`src/rtl/m65la_pkg.sv`:
```
// Shared types, codes and opcode tables of the 6502 line assembler.
package m65la_pkg;

    localparam int unsigned QUEUE_DEPTH = 2;

    typedef enum logic [3:0] {
        SY_NONE   = 4'd0,  SY_ACC    = 4'd1,  SY_HASH   = 4'd2,  SY_IMMV   = 4'd3,
        SY_PAREN  = 4'd4,  SY_PVAL   = 4'd5,  SY_PCOMMA = 4'd6,  SY_PX     = 4'd7,
        SY_INDX   = 4'd8,  SY_PCLOSE = 4'd9,  SY_ICOMMA = 4'd10, SY_INDY   = 4'd11,
        SY_VAL    = 4'd12, SY_VCOMMA = 4'd13, SY_VX     = 4'd14, SY_VY     = 4'd15
    } t_syntax;

    typedef enum logic [3:0] {
        M_IMP = 4'd0, M_ACC = 4'd1, M_IMM = 4'd2, M_ZP = 4'd3, M_ZPX = 4'd4,
        M_ZPY = 4'd5, M_ABS = 4'd6, M_ABSX = 4'd7, M_ABSY = 4'd8, M_IND = 4'd9,
        M_ZXI = 4'd10, M_IZY = 4'd11, M_REL = 4'd12, M_NONE = 4'd13
    } t_mode;

    localparam logic [1:0] ST_OK    = 2'd0;
    localparam logic [1:0] ST_EMPTY = 2'd1;
    localparam logic [1:0] ST_ERR   = 2'd2;

    typedef enum logic [2:0] {
        PH_LEAD = 3'b001, PH_MNEM = 3'b010, PH_OPER = 3'b100
    } t_phase;

    // One classified line handed from the front end to the back end.
    typedef struct packed {
        logic        blank_line;
        logic        known;
        logic [5:0]  mnem;
        logic        syn_err;
        t_syntax     syntax;
        logic        digit_seen;
        logic [31:0] value;
        logic [15:0] pc;
        logic [1:0]  room;
    } t_line;

    // Mnemonic index 0..63; 63 is ISC and also marks an unknown mnemonic.
    localparam logic [5:0] MN_NONE = 6'd63;

    function automatic logic [5:0] mnem_index(input logic [23:0] m);
        case (m)
            "ADC": return 6'd0;  "AND": return 6'd1;  "CMP": return 6'd2;  "EOR": return 6'd3;
            "LDA": return 6'd4;  "ORA": return 6'd5;  "SBC": return 6'd6;  "STA": return 6'd7;
            "ASL": return 6'd8;  "LSR": return 6'd9;  "ROL": return 6'd10; "ROR": return 6'd11;
            "BIT": return 6'd12; "CPX": return 6'd13; "CPY": return 6'd14; "DEC": return 6'd15;
            "INC": return 6'd16; "LDX": return 6'd17; "LDY": return 6'd18; "STX": return 6'd19;
            "STY": return 6'd20; "JMP": return 6'd21; "JSR": return 6'd22; "BCC": return 6'd23;
            "BCS": return 6'd24; "BEQ": return 6'd25; "BMI": return 6'd26; "BNE": return 6'd27;
            "BPL": return 6'd28; "BVC": return 6'd29; "BVS": return 6'd30; "BRK": return 6'd31;
            "CLC": return 6'd32; "CLD": return 6'd33; "CLI": return 6'd34; "CLV": return 6'd35;
            "SEC": return 6'd36; "SED": return 6'd37; "SEI": return 6'd38; "DEX": return 6'd39;
            "DEY": return 6'd40; "INX": return 6'd41; "INY": return 6'd42; "TAX": return 6'd43;
            "TAY": return 6'd44; "TXA": return 6'd45; "TYA": return 6'd46; "TSX": return 6'd47;
            "TXS": return 6'd48; "PHA": return 6'd49; "PHP": return 6'd50; "PLA": return 6'd51;
            "PLP": return 6'd52; "RTI": return 6'd53; "RTS": return 6'd54; "NOP": return 6'd55;
            "SLO": return 6'd56; "RLA": return 6'd57; "SRE": return 6'd58; "RRA": return 6'd59;
            "SAX": return 6'd60; "LAX": return 6'd61; "DCP": return 6'd62; "ISC": return 6'd63;
            default: return MN_NONE;
        endcase
    endfunction

    // Opcode lookup; bit 8 set means the mode exists for the mnemonic.
    function automatic logic [8:0] rom_find(input logic [5:0] mn, input t_mode md);
        logic [7:0] base;
        base = 8'h00;
        if (mn <= 6'd7) begin
            case (mn)
                6'd0: base = 8'h60; 6'd1: base = 8'h20; 6'd2: base = 8'hC0;
                6'd3: base = 8'h40; 6'd4: base = 8'hA0; 6'd5: base = 8'h00;
                6'd6: base = 8'hE0; default: base = 8'h80;
            endcase
            case (md)
                M_IMM:  return (mn == 6'd7) ? 9'h0 : {1'b1, base | 8'h09};
                M_ZP:   return {1'b1, base | 8'h05};
                M_ZPX:  return {1'b1, base | 8'h15};
                M_ABS:  return {1'b1, base | 8'h0D};
                M_ABSX: return {1'b1, base | 8'h1D};
                M_ABSY: return {1'b1, base | 8'h19};
                M_ZXI:  return {1'b1, base | 8'h01};
                M_IZY:  return {1'b1, base | 8'h11};
                default: return 9'h0;
            endcase
        end
        if (mn >= 6'd8 && mn <= 6'd11) begin
            case (mn)
                6'd8: base = 8'h00; 6'd9: base = 8'h40; 6'd10: base = 8'h20;
                default: base = 8'h60;
            endcase
            case (md)
                M_ACC:  return {1'b1, base | 8'h0A};
                M_ZP:   return {1'b1, base | 8'h06};
                M_ZPX:  return {1'b1, base | 8'h16};
                M_ABS:  return {1'b1, base | 8'h0E};
                M_ABSX: return {1'b1, base | 8'h1E};
                default: return 9'h0;
            endcase
        end
        if (mn >= 6'd56 && mn <= 6'd63 && mn != 6'd60 && mn != 6'd61) begin
            case (mn)
                6'd56: base = 8'h00; 6'd57: base = 8'h20; 6'd58: base = 8'h40;
                6'd59: base = 8'h60; 6'd62: base = 8'hC0; default: base = 8'hE0;
            endcase
            case (md)
                M_ZP:   return {1'b1, base | 8'h07};
                M_ZPX:  return {1'b1, base | 8'h17};
                M_ABS:  return {1'b1, base | 8'h0F};
                M_ABSX: return {1'b1, base | 8'h1F};
                M_ABSY: return {1'b1, base | 8'h1B};
                M_ZXI:  return {1'b1, base | 8'h03};
                M_IZY:  return {1'b1, base | 8'h13};
                default: return 9'h0;
            endcase
        end
        case ({mn, md})
            {6'd12, M_ZP}: return 9'h124;   {6'd12, M_ABS}: return 9'h12C;
            {6'd13, M_IMM}: return 9'h1E0;  {6'd13, M_ZP}: return 9'h1E4;
            {6'd13, M_ABS}: return 9'h1EC;
            {6'd14, M_IMM}: return 9'h1C0;  {6'd14, M_ZP}: return 9'h1C4;
            {6'd14, M_ABS}: return 9'h1CC;
            {6'd15, M_ZP}: return 9'h1C6;   {6'd15, M_ZPX}: return 9'h1D6;
            {6'd15, M_ABS}: return 9'h1CE;  {6'd15, M_ABSX}: return 9'h1DE;
            {6'd16, M_ZP}: return 9'h1E6;   {6'd16, M_ZPX}: return 9'h1F6;
            {6'd16, M_ABS}: return 9'h1EE;  {6'd16, M_ABSX}: return 9'h1FE;
            {6'd17, M_IMM}: return 9'h1A2;  {6'd17, M_ZP}: return 9'h1A6;
            {6'd17, M_ZPY}: return 9'h1B6;  {6'd17, M_ABS}: return 9'h1AE;
            {6'd17, M_ABSY}: return 9'h1BE;
            {6'd18, M_IMM}: return 9'h1A0;  {6'd18, M_ZP}: return 9'h1A4;
            {6'd18, M_ZPX}: return 9'h1B4;  {6'd18, M_ABS}: return 9'h1AC;
            {6'd18, M_ABSX}: return 9'h1BC;
            {6'd19, M_ZP}: return 9'h186;   {6'd19, M_ZPY}: return 9'h196;
            {6'd19, M_ABS}: return 9'h18E;
            {6'd20, M_ZP}: return 9'h184;   {6'd20, M_ZPX}: return 9'h194;
            {6'd20, M_ABS}: return 9'h18C;
            {6'd21, M_ABS}: return 9'h14C;  {6'd21, M_IND}: return 9'h16C;
            {6'd22, M_ABS}: return 9'h120;
            {6'd23, M_REL}: return 9'h190;  {6'd24, M_REL}: return 9'h1B0;
            {6'd25, M_REL}: return 9'h1F0;  {6'd26, M_REL}: return 9'h130;
            {6'd27, M_REL}: return 9'h1D0;  {6'd28, M_REL}: return 9'h110;
            {6'd29, M_REL}: return 9'h150;  {6'd30, M_REL}: return 9'h170;
            {6'd31, M_IMP}: return 9'h100;  {6'd32, M_IMP}: return 9'h118;
            {6'd33, M_IMP}: return 9'h1D8;  {6'd34, M_IMP}: return 9'h158;
            {6'd35, M_IMP}: return 9'h1B8;  {6'd36, M_IMP}: return 9'h138;
            {6'd37, M_IMP}: return 9'h1F8;  {6'd38, M_IMP}: return 9'h178;
            {6'd39, M_IMP}: return 9'h1CA;  {6'd40, M_IMP}: return 9'h188;
            {6'd41, M_IMP}: return 9'h1E8;  {6'd42, M_IMP}: return 9'h1C8;
            {6'd43, M_IMP}: return 9'h1AA;  {6'd44, M_IMP}: return 9'h1A8;
            {6'd45, M_IMP}: return 9'h18A;  {6'd46, M_IMP}: return 9'h198;
            {6'd47, M_IMP}: return 9'h1BA;  {6'd48, M_IMP}: return 9'h19A;
            {6'd49, M_IMP}: return 9'h148;  {6'd50, M_IMP}: return 9'h108;
            {6'd51, M_IMP}: return 9'h168;  {6'd52, M_IMP}: return 9'h128;
            {6'd53, M_IMP}: return 9'h140;  {6'd54, M_IMP}: return 9'h160;
            {6'd55, M_IMP}: return 9'h1EA;
            {6'd60, M_ZP}: return 9'h187;   {6'd60, M_ZPY}: return 9'h197;
            {6'd60, M_ABS}: return 9'h18F;  {6'd60, M_ZXI}: return 9'h183;
            {6'd61, M_ZP}: return 9'h1A7;   {6'd61, M_ZPY}: return 9'h1B7;
            {6'd61, M_ABS}: return 9'h1AF;  {6'd61, M_ABSY}: return 9'h1BF;
            {6'd61, M_ZXI}: return 9'h1A3;  {6'd61, M_IZY}: return 9'h1B3;
            default: return 9'h0;
        endcase
    endfunction

    function automatic logic [1:0] mode_size(input t_mode md);
        case (md)
            M_IMP, M_ACC: return 2'd1;
            M_ABS, M_ABSX, M_ABSY, M_IND: return 2'd3;
            default: return 2'd2;
        endcase
    endfunction

endpackage

```
`src/rtl/m65la_front.sv`:
```
// Front end: trims, folds case and classifies a line one character per cycle while i_valid is high.
module m65la_front import m65la_pkg::*; (
    input  logic        i_clk,
    input  logic        i_rst_n,
    input  logic        i_valid,
    input  logic [7:0]  i_ch,
    input  logic        i_last,
    input  logic [15:0] i_pc,
    input  logic [1:0]  i_room,
    output logic        o_line_valid,
    output t_line       o_line
);

    t_phase      r_phase, n_phase;
    logic [23:0] r_mn, n_mn;
    logic [2:0]  r_mlen, n_mlen;
    t_syntax     r_syn, n_syn;
    logic [31:0] r_val, n_val;
    logic        r_hex, n_hex, r_dig, n_dig, r_trail, n_trail, r_err, n_err;

    logic [7:0]  c;
    logic        blank;
    logic        d_ok;
    logic [3:0]  d_val;
    logic        hex_use;
    logic [31:0] val_fed;

    always_comb begin
        c = (i_ch inside {[8'h61:8'h7A]}) ? i_ch - 8'd32 : i_ch;
        blank = (c == 8'h20) || (c == 8'h09);
    end

    // Starting a value clears the hex flag and value first.
    always_comb begin
        logic        start;
        logic [31:0] base;
        start = (r_syn == SY_NONE) || (r_syn == SY_HASH) || (r_syn == SY_PAREN);
        hex_use = start ? 1'b0 : r_hex;
        base = start ? 32'd0 : r_val;
        d_ok = 1'b0;
        d_val = 4'd0;
        if (c inside {[8'h30:8'h39]}) begin
            d_ok = 1'b1;
            d_val = c[3:0];
        end else if (hex_use && (c inside {[8'h41:8'h46]})) begin
            d_ok = 1'b1;
            d_val = c[3:0] + 4'd9;
        end
        val_fed = (hex_use ? (base << 4) : ((base << 3) + (base << 1)))
                + {28'd0, d_val};
    end

    always_comb begin
        logic ok;
        t_syntax nx;
        t_phase ph;
        n_phase = r_phase; n_mn = r_mn; n_mlen = r_mlen; n_syn = r_syn;
        n_val = r_val; n_hex = r_hex; n_dig = r_dig; n_trail = r_trail; n_err = r_err;
        ok = 1'b1;
        nx = r_syn;
        ph = r_phase;
        if (ph == PH_LEAD && !blank) ph = PH_MNEM;
        n_phase = ph;
        if (ph == PH_MNEM) begin
            if (blank) begin
                n_phase = PH_OPER;
            end else begin
                case (r_mlen)
                    3'd0: n_mn[23:16] = c;
                    3'd1: n_mn[15:8] = c;
                    3'd2: n_mn[7:0] = c;
                    default: ;
                endcase
                if (r_mlen < 3'd4) n_mlen = r_mlen + 3'd1;
            end
        end else if (ph == PH_OPER) begin
            if (blank) begin
                if (r_syn != SY_NONE) n_trail = 1'b1;
            end else if (!r_err) begin
                if (r_trail) begin
                    n_err = 1'b1;
                end else begin
                    case (r_syn)
                        SY_NONE: begin
                            if (c == "A") nx = SY_ACC;
                            else if (c == "#") nx = SY_HASH;
                            else if (c == "(") nx = SY_PAREN;
                            else begin
                                n_val = 32'd0; n_hex = 1'b0; n_dig = 1'b0;
                                if (c == "$") begin
                                    n_hex = 1'b1; nx = SY_VAL;
                                end else if (d_ok) begin
                                    n_val = val_fed; n_dig = 1'b1; nx = SY_VAL;
                                end else ok = 1'b0;
                            end
                        end
                        SY_HASH, SY_PAREN: begin
                            nx = (r_syn == SY_HASH) ? SY_IMMV : SY_PVAL;
                            n_val = 32'd0; n_hex = 1'b0; n_dig = 1'b0;
                            if (c == "$") n_hex = 1'b1;
                            else if (d_ok) begin
                                n_val = val_fed; n_dig = 1'b1;
                            end else ok = 1'b0;
                        end
                        SY_IMMV, SY_PVAL, SY_VAL: begin
                            if (c == "," && r_dig && r_syn != SY_IMMV)
                                nx = (r_syn == SY_PVAL) ? SY_PCOMMA : SY_VCOMMA;
                            else if (c == ")" && r_dig && r_syn == SY_PVAL)
                                nx = SY_PCLOSE;
                            else if (d_ok) begin
                                n_val = val_fed; n_dig = 1'b1;
                            end else ok = 1'b0;
                        end
                        SY_PCOMMA: begin ok = (c == "X"); nx = SY_PX; end
                        SY_PX:     begin ok = (c == ")"); nx = SY_INDX; end
                        SY_PCLOSE: begin ok = (c == ","); nx = SY_ICOMMA; end
                        SY_ICOMMA: begin ok = (c == "Y"); nx = SY_INDY; end
                        SY_VCOMMA: begin
                            if (c == "X") nx = SY_VX;
                            else if (c == "Y") nx = SY_VY;
                            else ok = 1'b0;
                        end
                        default: ok = 1'b0;
                    endcase
                    if (ok) n_syn = nx;
                    else n_err = 1'b1;
                end
            end
        end
    end

    always_comb begin
        o_line.blank_line = (n_phase == PH_LEAD);
        o_line.mnem       = mnem_index(n_mn);
        o_line.known      = (n_mlen == 3'd3) && (mnem_index(n_mn) != MN_NONE
                            || n_mn == "ISC");
        o_line.syn_err    = n_err;
        o_line.syntax     = n_syn;
        o_line.digit_seen = n_dig;
        o_line.value      = n_val;
        o_line.pc         = i_pc;
        o_line.room       = i_room;
        o_line_valid      = i_valid && i_last;
    end

    always_ff @(posedge i_clk) begin
        if (!i_rst_n || (i_valid && i_last)) begin
            r_phase <= PH_LEAD; r_mn <= 24'd0; r_mlen <= 3'd0; r_syn <= SY_NONE;
            r_val <= 32'd0; r_hex <= 1'b0; r_dig <= 1'b0; r_trail <= 1'b0; r_err <= 1'b0;
        end else if (i_valid) begin
            r_phase <= n_phase; r_mn <= n_mn; r_mlen <= n_mlen; r_syn <= n_syn;
            r_val <= n_val; r_hex <= n_hex; r_dig <= n_dig; r_trail <= n_trail;
            r_err <= n_err;
        end
    end

endmodule

```
`src/rtl/m65la_queue.sv`:
```
// Small queue of classified lines between the front and back ends.
module m65la_queue import m65la_pkg::*; #(
    parameter int unsigned DEPTH = QUEUE_DEPTH
) (
    input  logic  i_clk,
    input  logic  i_rst_n,
    input  logic  i_push,
    input  t_line i_data,
    output logic  o_full,
    input  logic  i_pop,
    output logic  o_empty,
    output t_line o_data
);

    localparam int unsigned AW = (DEPTH > 1) ? $clog2(DEPTH) : 1;

    t_line         r_mem [DEPTH];
    logic [AW-1:0] r_wr, r_rd;
    logic [AW:0]   r_cnt;

    assign o_full  = (r_cnt == (AW+1)'(DEPTH));
    assign o_empty = (r_cnt == '0);
    assign o_data  = r_mem[r_rd];

    always_ff @(posedge i_clk) begin
        if (i_push && !o_full) r_mem[r_wr] <= i_data;
    end

    always_ff @(posedge i_clk) begin
        if (!i_rst_n) begin
            r_wr <= '0; r_rd <= '0; r_cnt <= '0;
        end else begin
            if (i_push && !o_full)
                r_wr <= (r_wr == AW'(DEPTH - 1)) ? '0 : r_wr + 1'b1;
            if (i_pop && !o_empty)
                r_rd <= (r_rd == AW'(DEPTH - 1)) ? '0 : r_rd + 1'b1;
            r_cnt <= r_cnt + (AW+1)'(i_push && !o_full) - (AW+1)'(i_pop && !o_empty);
        end
    end

endmodule

```
`src/rtl/m65la_back.sv`:
```
// Back end: picks the addressing mode and builds the instruction bytes.
module m65la_back import m65la_pkg::*; (
    input  logic        i_clk,
    input  logic        i_rst_n,
    input  logic        i_q_empty,
    input  t_line       i_line,
    output logic        o_q_pop,
    output logic        o_empty,
    input  logic        i_pop,
    output logic [1:0]  o_status,
    output logic [1:0]  o_length,
    output logic [7:0]  o_byte0,
    output logic [7:0]  o_byte1,
    output logic [7:0]  o_byte2
);

    logic        r_valid;
    logic [1:0]  r_status, r_length;
    logic [7:0]  r_b0, r_b1, r_b2;
    logic [1:0]  n_status, n_length;
    logic [7:0]  n_b0, n_b1, n_b2;

    logic load;
    assign load    = !i_q_empty && (!r_valid || i_pop);
    assign o_q_pop = load;

    always_comb begin
        t_mode       md;
        logic        zp_val;
        logic [8:0]  hit;
        logic [8:0]  f_zp, f_zpx, f_zpy, f_rel, f_acc, f_imp;
        logic [16:0] tgt;
        logic [32:0] off;
        logic [5:0]  mn;
        mn = i_line.mnem;
        zp_val = (i_line.value[31:8] == 24'd0);
        f_zp  = rom_find(mn, M_ZP);
        f_zpx = rom_find(mn, M_ZPX);
        f_zpy = rom_find(mn, M_ZPY);
        f_rel = rom_find(mn, M_REL);
        f_acc = rom_find(mn, M_ACC);
        f_imp = rom_find(mn, M_IMP);
        md = M_NONE;
        case (i_line.syntax)
            SY_NONE:   md = M_IMP;
            SY_ACC:    md = M_ACC;
            SY_IMMV:   md = i_line.digit_seen ? M_IMM : M_NONE;
            SY_INDX:   md = M_ZXI;
            SY_INDY:   md = M_IZY;
            SY_PCLOSE: md = M_IND;
            SY_VX:     md = (zp_val && f_zpx[8]) ? M_ZPX : M_ABSX;
            SY_VY:     md = (zp_val && f_zpy[8]) ? M_ZPY : M_ABSY;
            SY_VAL: begin
                if (!i_line.digit_seen) md = M_NONE;
                else if (f_rel[8]) md = M_REL;
                else md = (zp_val && f_zp[8]) ? M_ZP : M_ABS;
            end
            default: md = M_NONE;
        endcase
        if (md == M_IMP && f_acc[8] && !f_imp[8]) md = M_ACC;
        hit = (md == M_NONE) ? 9'h0 : rom_find(mn, md);
        if (md != M_NONE && !hit[8]) begin
            case (md)
                M_ZP:  md = M_ABS;
                M_ZPX: md = M_ABSX;
                M_ZPY: md = M_ABSY;
                default: md = M_NONE;
            endcase
            hit = (md == M_NONE) ? 9'h0 : rom_find(mn, md);
        end
        tgt = {1'b0, i_line.pc} + 17'd2;
        off = {i_line.value[31], i_line.value} - {16'd0, tgt};
        n_status = ST_ERR; n_length = 2'd0; n_b0 = 8'd0; n_b1 = 8'd0; n_b2 = 8'd0;
        if (i_line.blank_line) begin
            n_status = ST_EMPTY;
        end else if (i_line.known && !i_line.syn_err && hit[8]
                     && mode_size(md) <= i_line.room) begin
            if (md == M_REL) begin
                // Offset fits a signed byte when bits 32..7 all agree.
                if (off[32:7] == '0 || off[32:7] == '1) begin
                    n_status = ST_OK; n_length = 2'd2; n_b0 = hit[7:0]; n_b1 = off[7:0];
                end
            end else begin
                n_status = ST_OK;
                n_length = mode_size(md);
                n_b0 = hit[7:0];
                if (mode_size(md) > 2'd1) n_b1 = i_line.value[7:0];
                if (mode_size(md) > 2'd2) n_b2 = i_line.value[15:8];
            end
        end
    end

    always_ff @(posedge i_clk) begin
        if (!i_rst_n) r_valid <= 1'b0;
        else if (load) r_valid <= 1'b1;
        else if (i_pop) r_valid <= 1'b0;
    end

    always_ff @(posedge i_clk) begin
        if (load) begin
            r_status <= n_status; r_length <= n_length;
            r_b0 <= n_b0; r_b1 <= n_b1; r_b2 <= n_b2;
        end
    end

    assign o_empty  = !r_valid;
    assign o_status = r_status;
    assign o_length = r_length;
    assign o_byte0  = r_b0;
    assign o_byte1  = r_b1;
    assign o_byte2  = r_b2;

endmodule

```
`src/rtl/mos6502_line_assembler_top.sv`:
```
// One-line 6502 assembler fed one character per cycle while full is low.
// Throughput: one character per cycle while full is low; the front end steps its parser on every accepted push.
// A finished line passes through the line queue, then through the opcode lookup into
//   the result register.
// full is the line queue's full flag, which rises only while the result register is held as well.
// Reset (synchronous, active low) clears the parser, the queue and the result.
module mos6502_line_assembler_top import m65la_pkg::*; #(
    parameter int unsigned DEPTH = QUEUE_DEPTH
) (
    input  logic        i_clk,
    input  logic        i_rst_n,
    input  logic        push,
    output logic        full,
    input  logic [7:0]  i_ch,
    input  logic        i_last,
    input  logic [15:0] i_pc,
    input  logic [1:0]  i_room,
    output logic        empty,
    input  logic        pop,
    output logic [1:0]  o_status,
    output logic [1:0]  o_length,
    output logic [7:0]  o_byte0,
    output logic [7:0]  o_byte1,
    output logic [7:0]  o_byte2
);

    logic  line_valid, q_full, q_empty, q_pop;
    t_line line_in, line_out;

    assign full = q_full;

    m65la_front u_front (
        .i_clk, .i_rst_n,
        .i_valid(push && !q_full), .i_ch, .i_last, .i_pc, .i_room,
        .o_line_valid(line_valid), .o_line(line_in)
    );

    m65la_queue #(.DEPTH(DEPTH)) u_queue (
        .i_clk, .i_rst_n,
        .i_push(line_valid), .i_data(line_in), .o_full(q_full),
        .i_pop(q_pop), .o_empty(q_empty), .o_data(line_out)
    );

    m65la_back u_back (
        .i_clk, .i_rst_n,
        .i_q_empty(q_empty), .i_line(line_out), .o_q_pop(q_pop),
        .o_empty(empty), .i_pop(pop),
        .o_status, .o_length, .o_byte0, .o_byte1, .o_byte2
    );

endmodule

```
`config.mk`:
```
export PLATFORM = sky130hd
export DESIGN_NAME = mos6502_line_assembler_top
export DESIGN_NICKNAME = d
export VERILOG_FILES = /design/src/rtl/m65la_pkg.sv /design/src/rtl/m65la_front.sv /design/src/rtl/m65la_queue.sv /design/src/rtl/m65la_back.sv /design/src/rtl/mos6502_line_assembler_top.sv
export SDC_FILE = /design/constraint.sdc
export NUM_CORES = 1
export LEC_CHECK = 0
export ABC_AREA = 1
export ABC_CLOCK_PERIOD_IN_PS = 7100
export BUFFER_PORTS_ARGS = -buffer_cell sky130_fd_sc_hd__buf_2
export CORE_MARGIN = 10
export CORE_UTILIZATION = 42
export DETAILED_ROUTE_END_ITERATION = 8
export SETUP_SLACK_MARGIN = 0.2
export SLEW_MARGIN = 5
export SYNTH_ARGS = -nofsm -noshare
export SYNTH_HDL_FRONTEND = slang
export SYNTH_SLANG_ARGS = --single-unit
```
`constraint.sdc`:
```
create_clock -name i_clk -period 7.1 [get_ports i_clk]
set_clock_uncertainty 0.05 [all_clocks]
set_input_delay 0 -clock i_clk [delete_from_list [all_inputs] [get_ports i_clk]]
set_output_delay 0 -clock i_clk [all_outputs]
set_load 0.02 [all_outputs]
```
# Word-level counts from Yosys, hierarchy flattened
# Memories as Yosys holds them, arrays and structs flattened. A register that Yosys moved wholly into a read port is not among the register bits.
# Cells that the tools add are included.
classes:
  mul: 0
  n_eq_ne: 351
  reduce_logical: 63
  bitwise_logic: 6
  div: 0
  magnitude_cmp: 15
  add_sub_neg: 11
  n_shift: 0
  muxes: 199
op_table:
  columns: ["operator", "count"]
  rows:
  - ["$eq 24x23->1 const B", 64]
  - ["$pmux 9 s78", 2]
  - ["$eq 10x10->1 const B", 68]
  - ["$eq 10x9->1 const B", 64]
  - ["$mux 32", 14]
  - ["$mux 9", 45]
  - ["$pmux 6 s63", 1]
  - ["$eq 10x8->1 const B", 24]
  - ["$pmux 9 s25", 1]
  - ["$pmux 9 s8", 3]
  - ["$eq 6x6->1 const B", 31]
  - ["$pmux 9 s7", 2]
  - ["$mux 4", 25]
  - ["$pmux 9 s11", 1]
  - ["$pmux 32 s3", 1]
  - ["$pmux 9 s5", 2]
  - ["$eq 4x4->1 const B", 21]
  - ["$eq 6x5->1 const B", 14]
  - ["$mux 8", 10]
  - ["$pmux 9 s4", 2]
  - ["$mux 1", 59]
  - ["$pmux 8 s7", 1]
  - ["$eq 4x3->1 const B", 13]
  - ["$eq 8x6->1 const B", 6]
  - ["70 further kinds", 171]
totals:
  mem_bits_ro: 0
  mem_bits_rw: 128
  memories: 1
  regBits: 103
  latch_bits: 0
mem_list:
  columns: ["memory", "words", "word_bits", "read_ports", "rd_ports_with_merged_regs", "write_ports", "line", "rtl"]
  rows:
  - ["u_queue.r_mem", 2, 64, 1, 1, 1, "m65la_queue.sv:17", "t_line r_mem [DEPTH];"]

# Longest topological paths before layout
# Gate-level depths: netlist of run 1.
depth:
  depth_word: 48
  mapped_depth: 39

# Hierarchy
# Synthesis of run 1 repeated with hierarchy kept, for this count alone.
unflattened:
  hier_cells: 2721
  area_unflattened_um2: 19379.8
by_module_without_submodules:
  columns: ["module", "instances", "seq_area_each_um2", "cells_per_inst", "area_each_um2"]
  rows:
  - ["m65la_front", 1, 1401.3, 1692, 9459.1]
  - ["m65la_queue", 1, 3943.8, 238, 5172.5]
  - ["m65la_back", 1, 860.8, 789, 4738.3]
  - ["mos6502_line_assembler_top", 1, 0.0, 2, 10.0]

# Least setup slack after synthesis of run 1
# Ideal clock, no wire load.
synth_timing:
  kind: "flip-flop to flip-flop"
  from: "register with a tool-made name"
  to: "register u_back.r_status[1], in the netlist u_back.o_status[1] (data pin)"
  stages_incl_launch_ff: 34
  path_buffers: 3
  required_time_ns: 6.790
  setup_time_ns: 0.260
  slack_ns: 1.976
  arrival_time_ns: 4.814
  path_cell_list: "dfxtp_1 -> buf_6 -> buf_2 -> buf_1 -> o21ai_0 -> inv_1 -> ha_1 -> nand3_1 -> nor3_1 -> nand3b_1 -> or3_1 -> nor2_1 -> inv_1 -> nand2_1 -> ha_1 -> nand2_1 -> inv_1 -> a221oi_1 -> nand2_1 -> a21oi_1 -> o21bai_1 -> nand2_1 -> nand2_1 -> nand2_1 -> o21ai_0 -> o21ai_0 -> inv_1 -> or2_2 -> nor2_1 -> nand2_1 -> nand2_1 -> nor2_1 -> nor2_1 -> nor2_1"
synth_rtl:
  columns: ["element", "line", "rtl"]
  rows:
  - ["end signal: assignment", "m65la_back.sv:101", "r_status <= n_status; r_length <= n_length;"]
  - ["end: declaration", "m65la_back.sv:18", "logic [1:0] r_status, r_length;"]

==> impl_metrics.py, run 1 <==
metrics = {
    "critical_path": {
        "worst_setup_path_start_kind": "register",
        "crit_top_cell": "nand2_1",
        "rrSetupSlack_ns": 1.24,
        "critPathMaxFanout": 49,
        "critPathCaptureType": "register",
        "critPathMaxStageDelay_ns": 0.40,
        "rr_endpoint": "u_back.o_byte2[5]$_SDFFCE_PP0P_",
        "arrival_ns": 6.25,
        "critical_path_required_ns": 7.49,
        "slowest_stage": "ha_1",
        "crit_type": "register to register",
        "r2r_cells": 34,
    },
    "timing": {
        "fin_tns_setup_ns": 0,
        "timing.hold.ws_ns": 0.0918,
        "fin_crit_sh": 0.825,
        "fmax_ghz": 0.171,
        "maxSlewHeadroom": 0.384,
        "hold_viol": 0,
        "min_period_ns": 5.86,
        "setup_viol": 0,
        "worst_pin_slew_ns": 0.923,
        "maxSlewViolCount": 0,
        "rsz0062_at_grt": "no",
    },
    "routing": {
        "drt-initial-drc-count": 1408,
        "routed_wl_um": 60300,
        "vias": 19038,
        "wl_per_cell_um": 17.0,
        "antenna_left": 0,
        "firstDrtPassIters": 5,
        "drcViolationCount": 0,
        "via_per_inst": 5.37,
    },
    "pwr": {
        "p_sw_frac": 0.486,
        "pwr-share-clk": 0.206,
        "pwr-share-comb": 0.551,
        "seqPwrFrac": 0.243,
        "leakage_nw": 9.89,
        "finalPower_mw": 7.42,
        "vdd_drop_max_mv": 0.292,
        "p_per_area_nw_per_um2": 346,
        "intPower_mw": 3.81,
        "netSwitchingPower_mw": 3.61,
    },
    "global_routing": {
        "grt_pass1_wl_um": 96000,
        "grt_pass1_vias": 17951,
        "grt_max_degree": 79,
        "antenna_found_initial": 0,
        "overflow": 0,
        "grt.total_usage": 0.215,
    },
    "clock_tree": {
        "root_buffer": "clkbuf_16",
        "path_clk_slew_ns": 0.06,
        "clockBufferDepth": 3,
        "clock_latency_ns": 0.60,
        "post_cts_buffers": 0,
        "cts_made_buffers": 29,
        "cts_tree": "yes",
        "htreeDepth": 1,
        "cts_resized": 0,
        "cts.sinks": 232,
    },
    "placement": {
        "io_buffer_count": 60,
        "dp_hpwl_um": 46000,
        "place_congestion": 0.954,
    },
    "yosys": {
        "synth_xor_area_frac": 0.0267,
        "synth.cell_area_um2": 19300,
        "syn_avg_cell_area_um2": 6.76,
        "synth_fp_nets": 2954,
        "yosys_warnings": 0,
        "netlist_instances": 2858,
        "synthAdderAreaFrac": 0.0433,
        "synth-seq-cells": 232,
        "seq_area_frac_synth": 0.321,
        "synth_compound_area_frac": 0.139,
        "synth_simple_gate_area_share": 0.366,
        "synth-edff-count": 156,
        "ys_types": 71,
        "muxShareOfSynthArea": 0.00363,
        "synthArstFlopShare": 0,
        "synth_top_family_by_area": "simple AND/OR/NAND/NOR gates",
        "synth_flop_cell": "edfxtp_1",
    },
    "finish": {
        "fin_util": 0.472,
        "nets": 3018,
        "drive_above_1_share": 0.109,
        "syn_to_final_growth_pct": 10.9,
        "multi_input_area_um2": 11200,
        "regArea_um2": 6210,
        "fill_cells": 4683,
        "antennaDiodeCount": 0,
    },
    "min_path": {
        "hold_class": "input pin to register",
        "hold_depth": 2,
        "hold_path_end": "u_queue.r_mem[0][3]$_DFFE_PP_",
        "hp-start": "i_pc[1]",
    },
    "floorplan": {
        "core_area_um2": 45400,
        "io_pins": 61,
        "die_h_um": 234,
        "placementRows": 78,
        "die_area_um2": 55000,
        "start_util": 0.426,
        "die_w_um": 234,
    },
    "status": {
        "outcome": "completed",
    },
    "run": {
        "max_cap_violations": 0,
    },
}
==> kinds of logic after synthesis <==
group	Yosys count
AO/OA/AOI/OAI	472
adder cells (fa/ha/maj)	65
AND/OR/NAND/NOR	1539
buffers and inverters	484
flip-flops	232
multiplexers	7
XOR/XNOR	59
==> metal layers <==
metal,vias to the layer above,track usage,part of all wire
li1,9598,-,-
met1,8771,0.301,0.46
met2,563,0.348,0.45
met3,106,0.0208,0.056
met4,0,0.0627,0.029
met5,-,0,0
==> power by group through the flow <==
stage / sequential [mW] / clock, mW / combinational [mW]
floorplan: 1.91 / 0 / 3.02
global placement: 1.82 / 0 / 4.01
detailed placement: 1.83 / 0 / 4.04
CTS: 1.80 / 1.56 / 4.08
global route: 1.82 / 1.61 / 4.59
finish: 1.80 / 1.53 / 4.09
==> sequential cells by signal, summed over array words and instances (netlist names), 2 cells and up, named ones only <==
name and count:
u_back.o_byte0 8, u_back.o_byte1 8, u_back.o_byte2 8, u_back.o_length 2, u_back.o_status 2, u_front.r_mlen 3, u_front.r_mn 24, u_front.r_phase 3
u_front.r_syn 4, u_front.r_val 32, u_queue.r_cnt 2, u_queue.r_mem 128
==> cells in the final DEF (no fill, tap or decap), drive strengths merged, types with 24 or more instances in the layout <==
master / count
buf: 80
dfxtp: 76
nand3: 251
edfxtp: 156
clkbuf: 38
nand2: 712
dlygate4sd3: 24
nor2: 398
xor2: 42
o21ai: 229
a21oi: 157
nor3: 65
inv: 416
nand4: 63
ha: 62
==> stage by stage <==
step	instance area, um2	instances	setup WS (ns)
2_1_floorplan	19300	2858	1.98
3_3_place_gp	20200	3467	1.26
3_5_place_dp	20200	3467	1.22
4_1_cts	21400	3545	1.19
5_1_grt	21400	3545	0.463
6_report	21400	3545	1.24
==> cell type report <==
cell class,count,share of cell area
inverter,413,0.0728
multi-input combinational,2142,0.524
clock buffer,38,0.0369
clock inverter,16,0.00900
timing repair buffer,104,0.0322
sequential,232,0.290
tap,600,0.0351
==> critical path, delay by kind of cell (launching register included) <==
kind	cells	cell delay (ns)
compound gates	2	0.49
fa+ha+maj	1	0.40
buf+inv	6	0.83
flops	1	0.33
simple gates	25	3.59
==> worst max-delay path by stage <==
stage	cells after the start	slack [ns]	endpoint	startpoint
after detailed placement	35	1.22	u_back.o_byte2[5]$_SDFFCE_PP0P_	register
after global placement	34	1.26	u_back.o_byte2[0]$_SDFFCE_PP0P_	register
after floorplan	33	1.98	u_back.o_status[1]$_SDFFCE_PP0P_	register
after global routing	32	0.46	u_back.o_status[1]$_SDFFCE_PP0P_	register
final	34	1.24	u_back.o_byte2[5]$_SDFFCE_PP0P_	register
after CTS	35	1.19	u_back.o_byte2[5]$_SDFFCE_PP0P_	register
==> synthesized netlist by cell type (all sizes together), types with 13 or more instances <==
library cell / count / area [um2]
nand2: 712 / 2840
clkbuf: 39 / 146
inv: 412 / 1560
o211ai: 13 / 103
nand3: 251 / 1370
o21ai: 229 / 1190
nor2: 398 / 1720
xnor2: 17 / 149
a21oi: 157 / 823
edfxtp: 156 / 4680
o22ai: 14 / 87.6
xor2: 42 / 368
ha: 62 / 776
or2: 19 / 119
buf: 32 / 218
nor3: 65 / 375
nand4: 63 / 428
dfxtp: 76 / 1520
==> what timing repair did <==
| item | 4_1_cts | 5_1_grt |
|---|---|---|
| endpoints found under the setup margin | 0 | 0 |
| hold buffers | 24 | 0 |
| endpoints found under the hold margin | 43 | 0 |
(Power assumes the default switching activity.)
==> inputs of run 2 (changes only) <==
- ABC_CLOCK_PERIOD_IN_PS: 7100 -> 4900
- clock period: 7.1 -> 4.9 ns (I/O delays scaled with it)
==> impl_metrics.py, run 2 (synthesis results as in run 1) <==
metrics = {
    "placement": {
        "dp.cells": 3797,
        "place_ws_ns": -0.199,
        "place_congestion": 0.960,
        "dp_hpwl_um": 50400,
        "io_buffer_count": 60,
    },
    "critical_path": {
        "slowest_stage": "dfxtp_4",
        "worst_path_dominant_cell_family": "simple AND/OR/NAND/NOR gates",
        "arrival_ns": 5.19,
        "critPathCaptureType": "register",
        "worst_setup_path_start_kind": "register",
        "critPathMaxFanout": 28,
        "critPathMaxStageDelay_ns": 0.42,
        "critical_path_required_ns": 5.28,
        "worst-path-buf-inv": 10,
        "crit_type": "register to register",
    },
    "routing": {
        "vias": 20736,
        "wl_per_cell_um": 16.9,
        "routed_wl_um": 66700,
        "via_per_inst": 5.26,
        "drt-initial-drc-count": 1570,
        "drcViolationCount": 0,
        "antenna_left": 0,
        "firstDrtPassIters": 5,
    },
    "floorplan": {
        "die_w_um": 234,
        "placementRows": 78,
        "die_h_um": 234,
        "core_area_um2": 45400,
        "start_util": 0.426,
        "die_area_um2": 55000,
        "io_pins": 61,
    },
    "timing": {
        "worst_pin_slew_ns": 0.981,
        "maxSlewViolCount": 0,
        "hold_viol": 0,
        "fin_crit_sh": 0.982,
        "maxSlewHeadroom": 0.344,
        "fmax_ghz": 0.208,
        "rsz0062_at_grt": "yes",
        "layout_setup_ws_ns": 0.0901,
        "setup_viol": 0,
        "min_period_ns": 4.81,
    },
    "pwr": {
        "netSwitchingPower_mw": 5.79,
        "intPower_mw": 6.60,
        "pwr-share-clk": 0.162,
        "p_sw_frac": 0.468,
        "seqPwrFrac": 0.212,
        "finalPower_mw": 12.4,
        "leakage_nw": 12.1,
        "pwr-share-comb": 0.626,
        "p_per_area_nw_per_um2": 478,
        "vdd_drop_max_mv": 0.319,
    },
    "global_routing": {
        "grt_pass1_wl_um": 103000,
        "grt_max_degree": 78,
        "overflow": 0,
        "antenna_found_initial": 0,
        "grt_pass1_vias": 19512,
        "grt.total_usage": 0.232,
    },
    "clock_tree": {
        "cts.sinks": 232,
        "root_buffer": "clkbuf_16",
        "path_clk_slew_ns": 0.06,
        "clockBufferDepth": 3,
        "clock_latency_ns": 0.57,
        "cts_made_buffers": 27,
        "htreeDepth": 1,
        "cts_tree": "yes",
    },
    "finish": {
        "reg.largest.list": "u_queue.r_mem x128, u_front.r_val x32, u_front.r_mn x24",
        "fin_cells": 3942,
        "nets": 3417,
        "regMostFlops": "u_queue.r_mem",
        "syn_to_final_growth_pct": 34.2,
        "multi_input_area_um2": 12500,
        "fill_cells": 4294,
        "mostFrequentLayoutCell": "nand2_1",
        "regArea_um2": 6220,
        "drive_above_1_share": 0.289,
        "antennaDiodeCount": 0,
        "final_cell_mix": "nand2_1 (616), buf_4 (389), inv_1 (374), nor2_1 (287), nand3_1 (218)",
        "largest_reg_flops": 128,
    },
    "run": {
        "max_cap_violations": 0,
    },
    "status": {
        "outcome": "completed",
    },
    "min_path": {
        "hold_class": "input pin to register",
    },
}
run 2: repair_timing:
action                                  4_1_cts  5_1_grt
gates cloned                                  2        1
hold buffers                                 23        0
hold endpoints to repair                     43        0
gates resized for setup                     100      293
buffers inserted                             24       45
endpoints found under the setup margin       66       74
pin swaps                                    50      111
run 2: stage by stage:
step	hold slack, ns	util	area, um2	TNS (ns)
final	0.106	0.571	25900	0
after global routing	0.0968	0.571	25900	-5.76
after CTS	0.0755	0.539	24500	0
after detailed placement	0.142	0.502	22800	-5.13
after global placement	0.139	0.502	22800	-2.34
after floorplan	0.0435	-	19300	0
run 2: layer usage:
layer,GRT usage,wire length (um),vias up
li1,-,-,10398
met1,0.320,30600,9603
met2,0.381,30900,618
met3,0.0267,3610,117
met4,0.0599,1590,0
met5,0,0,-
run 2: final timing paths:
path	depth (start not counted)	end	start	slack, ns
setup / recovery	38	u_back.o_byte1[1]$_SDFFCE_PP0P_	register	0.09
hold / removal	2	u_queue.r_mem[0][13]$_DFFE_PP_	i_pc[11]	0.11
setup reg to reg	38	u_back.o_byte1[1]$_SDFFCE_PP0P_	register	0.09
hold reg to reg	1	u_queue.r_cnt[1]$_SDFF_PN0_	u_queue.r_cnt[1]$_SDFF_PN0_	0.40
run 2: cell type report:
type	instances	share of cell area
repair buffers	504	0.152
flip-flops and latches	232	0.240
multi-input cells	2143	0.484
well taps	600	0.0290
clock buffers	33	0.0277
clock inverters	17	0.00622
inverters	413	0.0613
run 2: power by group through the flow:
stage                     clock network, mW  logic [mW]  registers (mW)
after global placement                    0        6.77            2.64
final                                  2.00        7.76            2.63
after global routing                   2.13        8.57            2.66
after floorplan                           0        4.38            2.77
after detailed placement                  0        6.86            2.65
after CTS                              2.05        7.23            2.62
run 2: worst reg2reg max path: cells and delay by family, from the launching register on:
kind                     cells  cell delay, ns
AO/OA/AOI/OAI                6            0.65
AND/OR/NAND/NOR             21            2.22
flip-flops                   1            0.42
adder cells (fa/ha/maj)      1            0.27
buffers and inverters       10            1.03
==> inputs of run 3 (changes only) <==
- ABC_CLOCK_PERIOD_IN_PS: 4900 -> 4820
- CORE_UTILIZATION: 42 -> 64
- PLACE_DENSITY: unset -> 0.82
- clock period: 4.9 -> 4.82 ns (I/O delays scaled with it)
==> impl_metrics.py, run 3 <==
metrics = {
    "status": {
        "outcome": "stopped before the end",
        "lastStage": "5_1_grt",
        "tool.error": "[ERROR GRT-0232] Routing congestion too high. Check the congestion heatmap in the GUI.",
    },
    "yosys": {
        "synth_top_area_frac": 0.242,
        "synth_fp_nets": 2954,
        "synth-seq-cells": 232,
        "synth_flop_cell": "edfxtp_1",
        "netlist_instances": 2858,
        "synth-edff-count": 156,
        "synthArstFlopShare": 0,
        "synth_top_cell_by_area": "edfxtp_1",
        "synth.cell_area_um2": 19300,
        "ys_types": 71,
        "seq_area_frac_synth": 0.321,
        "synth.area.top_cells": "edfxtp_1 (24%), nand2_1 (13%), dfxtp_1 (7.9%)",
        "syn_avg_cell_area_um2": 6.76,
        "synth_most_common_cell": "nand2_1",
        "yosys-top-cells-count": "nand2_1 (664), inv_1 (382), nor2_1 (349)",
        "yosys_warnings": 0,
    },
    "clock_tree": {
        "clockBufferDepth": 3,
        "cts_made_buffers": 25,
        "cts.sinks": 232,
        "htreeDepth": 1,
        "root_buffer": "clkbuf_16",
    },
    "global_routing": {
        "grt.total_usage": 0.720,
        "antenna_found_initial": 27,
        "overflow": 18,
        "grt_max_degree": 78,
    },
    "placement": {
        "place_congestion": 1.07,
        "dp_hpwl_um": 47000,
        "io_buffer_count": 60,
    },
    "floorplan": {
        "die_h_um": 194,
        "die_w_um": 194,
        "placementRows": 63,
        "io_pins": 61,
        "start_util": 0.650,
    },
    "timing": {
        "endpoint_type": "register input",
        "crit_endpoint": "u_back.o_byte1[1]$_SDFFCE_PP0P_/D",
    },
}
[run 3: routing by layer]
layer | track usage | overflow
met5 | 0.512 | 0
met4 | 0.691 | 10
met3 | 0.666 | 6
met2 | 0.827 | 2
met1 | 0.691 | 0
[run 3: cell families after synthesis]
logic type      after synthesis  synth area share
xor+xnor                     59            0.0267
flops                       232             0.321
simple gates               1539             0.366
fa+ha+maj                    65            0.0433
buf+inv                     484            0.0996
mux                           7           0.00363
compound gates              472             0.139
[run 3: per-stage QoR]
stage	area (um2)	setup WS (ns)	hold slack [ns]	cells
after floorplan	19400	0.206	0.0435	2858
after global placement	21700	-0.144	0.140	3479
after detailed placement	21700	-0.566	0.145	3479
after CTS	24200	-0.0443	0.110	3660
[run 3: timing repair]
| action | CTS |
|---|---|
| cloned | 4 |
| pin swaps | 96 |
| hold buffers | 23 |
| endpoints found under the hold margin | 45 |
| gates resized for setup | 145 |
| setup endpoints to repair | 76 |
| buffers inserted | 108 |
==> inputs of run 4 (changes only) <==
- CORE_UTILIZATION: 64 -> 40
- PLACE_DENSITY: 0.82 -> unset
- PLACE_DENSITY_LB_ADDON: unset -> 0.15
- SETUP_SLACK_MARGIN: 0.2 -> unset
==> impl_metrics.py, run 4 (synthesis results as in run 1) <==
metrics = {
    "floorplan": {
        "start_util": 0.405,
        "placementRows": 80,
        "die_area_um2": 57500,
        "core_area_um2": 47700,
        "die_w_um": 240,
        "die_h_um": 240,
        "io_pins": 61,
    },
    "finish": {
        "largest_reg_flops": 128,
        "mostFrequentLayoutCell": "nand2_1",
        "drive_above_1_share": 0.294,
        "regArea_um2": 6220,
        "syn_to_final_growth_pct": 35.0,
        "fill_cells": 4578,
        "nets": 3467,
        "reg.largest.list": "u_queue.r_mem x128, u_front.r_val x32, u_front.r_mn x24",
        "regMostFlops": "u_queue.r_mem",
        "multi_input_area_um2": 12300,
        "final_cell_mix": "nand2_1 (595), buf_4 (444), inv_1 (371), nor2_1 (294), nand3_1 (212)",
    },
    "critical_path": {
        "arrival_ns": 5.14,
        "worst_setup_path_start_kind": "register",
        "crit_type": "register to register",
        "rr_endpoint": "u_back.o_byte0[7]$_SDFFCE_PP0P_",
        "critPathMaxFanout": 7,
        "critPathMaxStageDelay_ns": 0.42,
        "crit_end": "u_back.o_byte0[7]$_SDFFCE_PP0P_",
        "r2r_cells": 35,
        "slowest_stage": "dfxtp_4",
        "critical_path_required_ns": 5.10,
        "critPathCaptureType": "register",
        "crit_top_cell": "buf_4",
        "rrSetupSlack_ns": -0.04,
    },
    "timing": {
        "min_period_ns": 4.86,
        "maxSlewViolCount": 0,
        "setup_viol": 1,
        "timing.hold.ws_ns": 0.0494,
        "fin_crit_sh": 1.01,
        "layout_setup_ws_ns": -0.0408,
        "fmax_ghz": 0.206,
        "hold_viol": 0,
        "maxSlewHeadroom": 0.361,
        "worst_pin_slew_ns": 0.950,
        "rsz0062_at_grt": "yes",
        "fin_tns_setup_ns": -0.0408,
    },
    "clock_tree": {
        "path_clk_slew_ns": 0.06,
        "root_buffer": "clkbuf_16",
        "clockBufferDepth": 3,
        "clock_latency_ns": 0.58,
        "cts_made_buffers": 28,
        "htreeDepth": 1,
        "cts.sinks": 232,
        "cts_tree": "yes",
    },
    "pwr": {
        "p_per_area_nw_per_um2": 499,
        "vdd_drop_max_mv": 0.371,
        "leakage_nw": 12.3,
    },
    "min_path": {
        "hold_class": "input pin to register",
        "hold_depth": 5,
    },
    "routing": {
        "firstDrtPassIters": 5,
        "routed_wl_um": 66200,
        "antenna_left": 0,
        "wl_per_cell_um": 16.5,
        "vias": 20791,
        "via_per_inst": 5.19,
        "drcViolationCount": 0,
        "drt-initial-drc-count": 1498,
    },
    "global_routing": {
        "overflow": 0,
        "antenna_found_initial": 1,
        "grt_pass1_wl_um": 104000,
        "grt.total_usage": 0.222,
        "grt_max_degree": 78,
        "grt_pass1_vias": 19912,
    },
    "placement": {
        "dp_hpwl_um": 49900,
        "place_ws_ns": -0.301,
        "place_congestion": 0.975,
        "io_buffer_count": 60,
    },
    "status": {
        "violations": "negative setup slack",
        "outcome": "complete, but fails checks",
    },
    "run": {
        "max_cap_violations": 0,
    },
}
run 4: timing repair:
item,in CTS,in global routing
buffers inserted,43,48
hold buffers,23,0
endpoints found under the setup margin,63,79
hold endpoints to repair,43,0
gates resized for setup,82,250
pin swaps,44,126
cloned,3,1
run 4: metrics by stage:
step | power, mW | std cells | cell area [um2] | util
final | 13.0 | 4009 | 26100 | 0.546
after global placement | 9.69 | 3840 | 23000 | 0.481
after CTS | 12.4 | 3961 | 24900 | 0.521
after floorplan | 7.26 | 2858 | 19300 | -
after global routing | 14.0 | 4009 | 26100 | 0.546
after detailed placement | 9.76 | 3840 | 23000 | 0.481
run 4: how the worst min path moves through the flow:
stage	startpoint	end	slack, ns
2_1_floorplan	i_rst_n	u_queue.r_cnt[0]$_SDFF_PN0_	0.04
3_3_place_gp	i_pc[6]	u_queue.r_mem[1][8]$_DFFE_PP_	0.14
3_5_place_dp	i_pc[12]	u_queue.r_mem[0][14]$_DFFE_PP_	0.15
4_1_cts	push	u_queue.r_wr$_SDFFE_PN0P_	0.03
5_1_grt	push	u_queue.r_wr$_SDFFE_PN0P_	0.06
6_report	push	u_queue.r_wr$_SDFFE_PN0P_	0.05
run 4: critical path: cells and delay by family, from the launching register on:
| family | cells | cell delay (ns) |
|---|---|---|
| and+or+nand+nor | 19 | 2.17 |
| buffers and inverters | 15 | 1.84 |
| DFF | 1 | 0.42 |
| AOI/OAI and AO/OA | 1 | 0.12 |
run 4: routing by layer:
| metal | up-vias | share of wire | GRT usage |
|---|---|---|---|
| met5 | - | 0 | 0 |
| li1 | 10498 | - | - |
| met3 | 123 | 0.047 | 0.0240 |
| met2 | 535 | 0.46 | 0.369 |
| met4 | 0 | 0.031 | 0.0671 |
| met1 | 9635 | 0.46 | 0.298 |
run 4: power by group:
part	switching (mW)	internal (mW)
logic	4.93	3.28
clock network	0.899	1.23
registers	0.145	2.52
run 4: final cells by class:
cell class	instances	share of cell area
Clock buffer	38	0.0307
Inverter	413	0.0602
Antenna cell	1	0.0000960
Tap cell	615	0.0295
Clock inverter	14	0.00547
Timing Repair Buffer	553	0.164
Multi-Input combinational cell	2143	0.471
Sequential cell	232	0.238
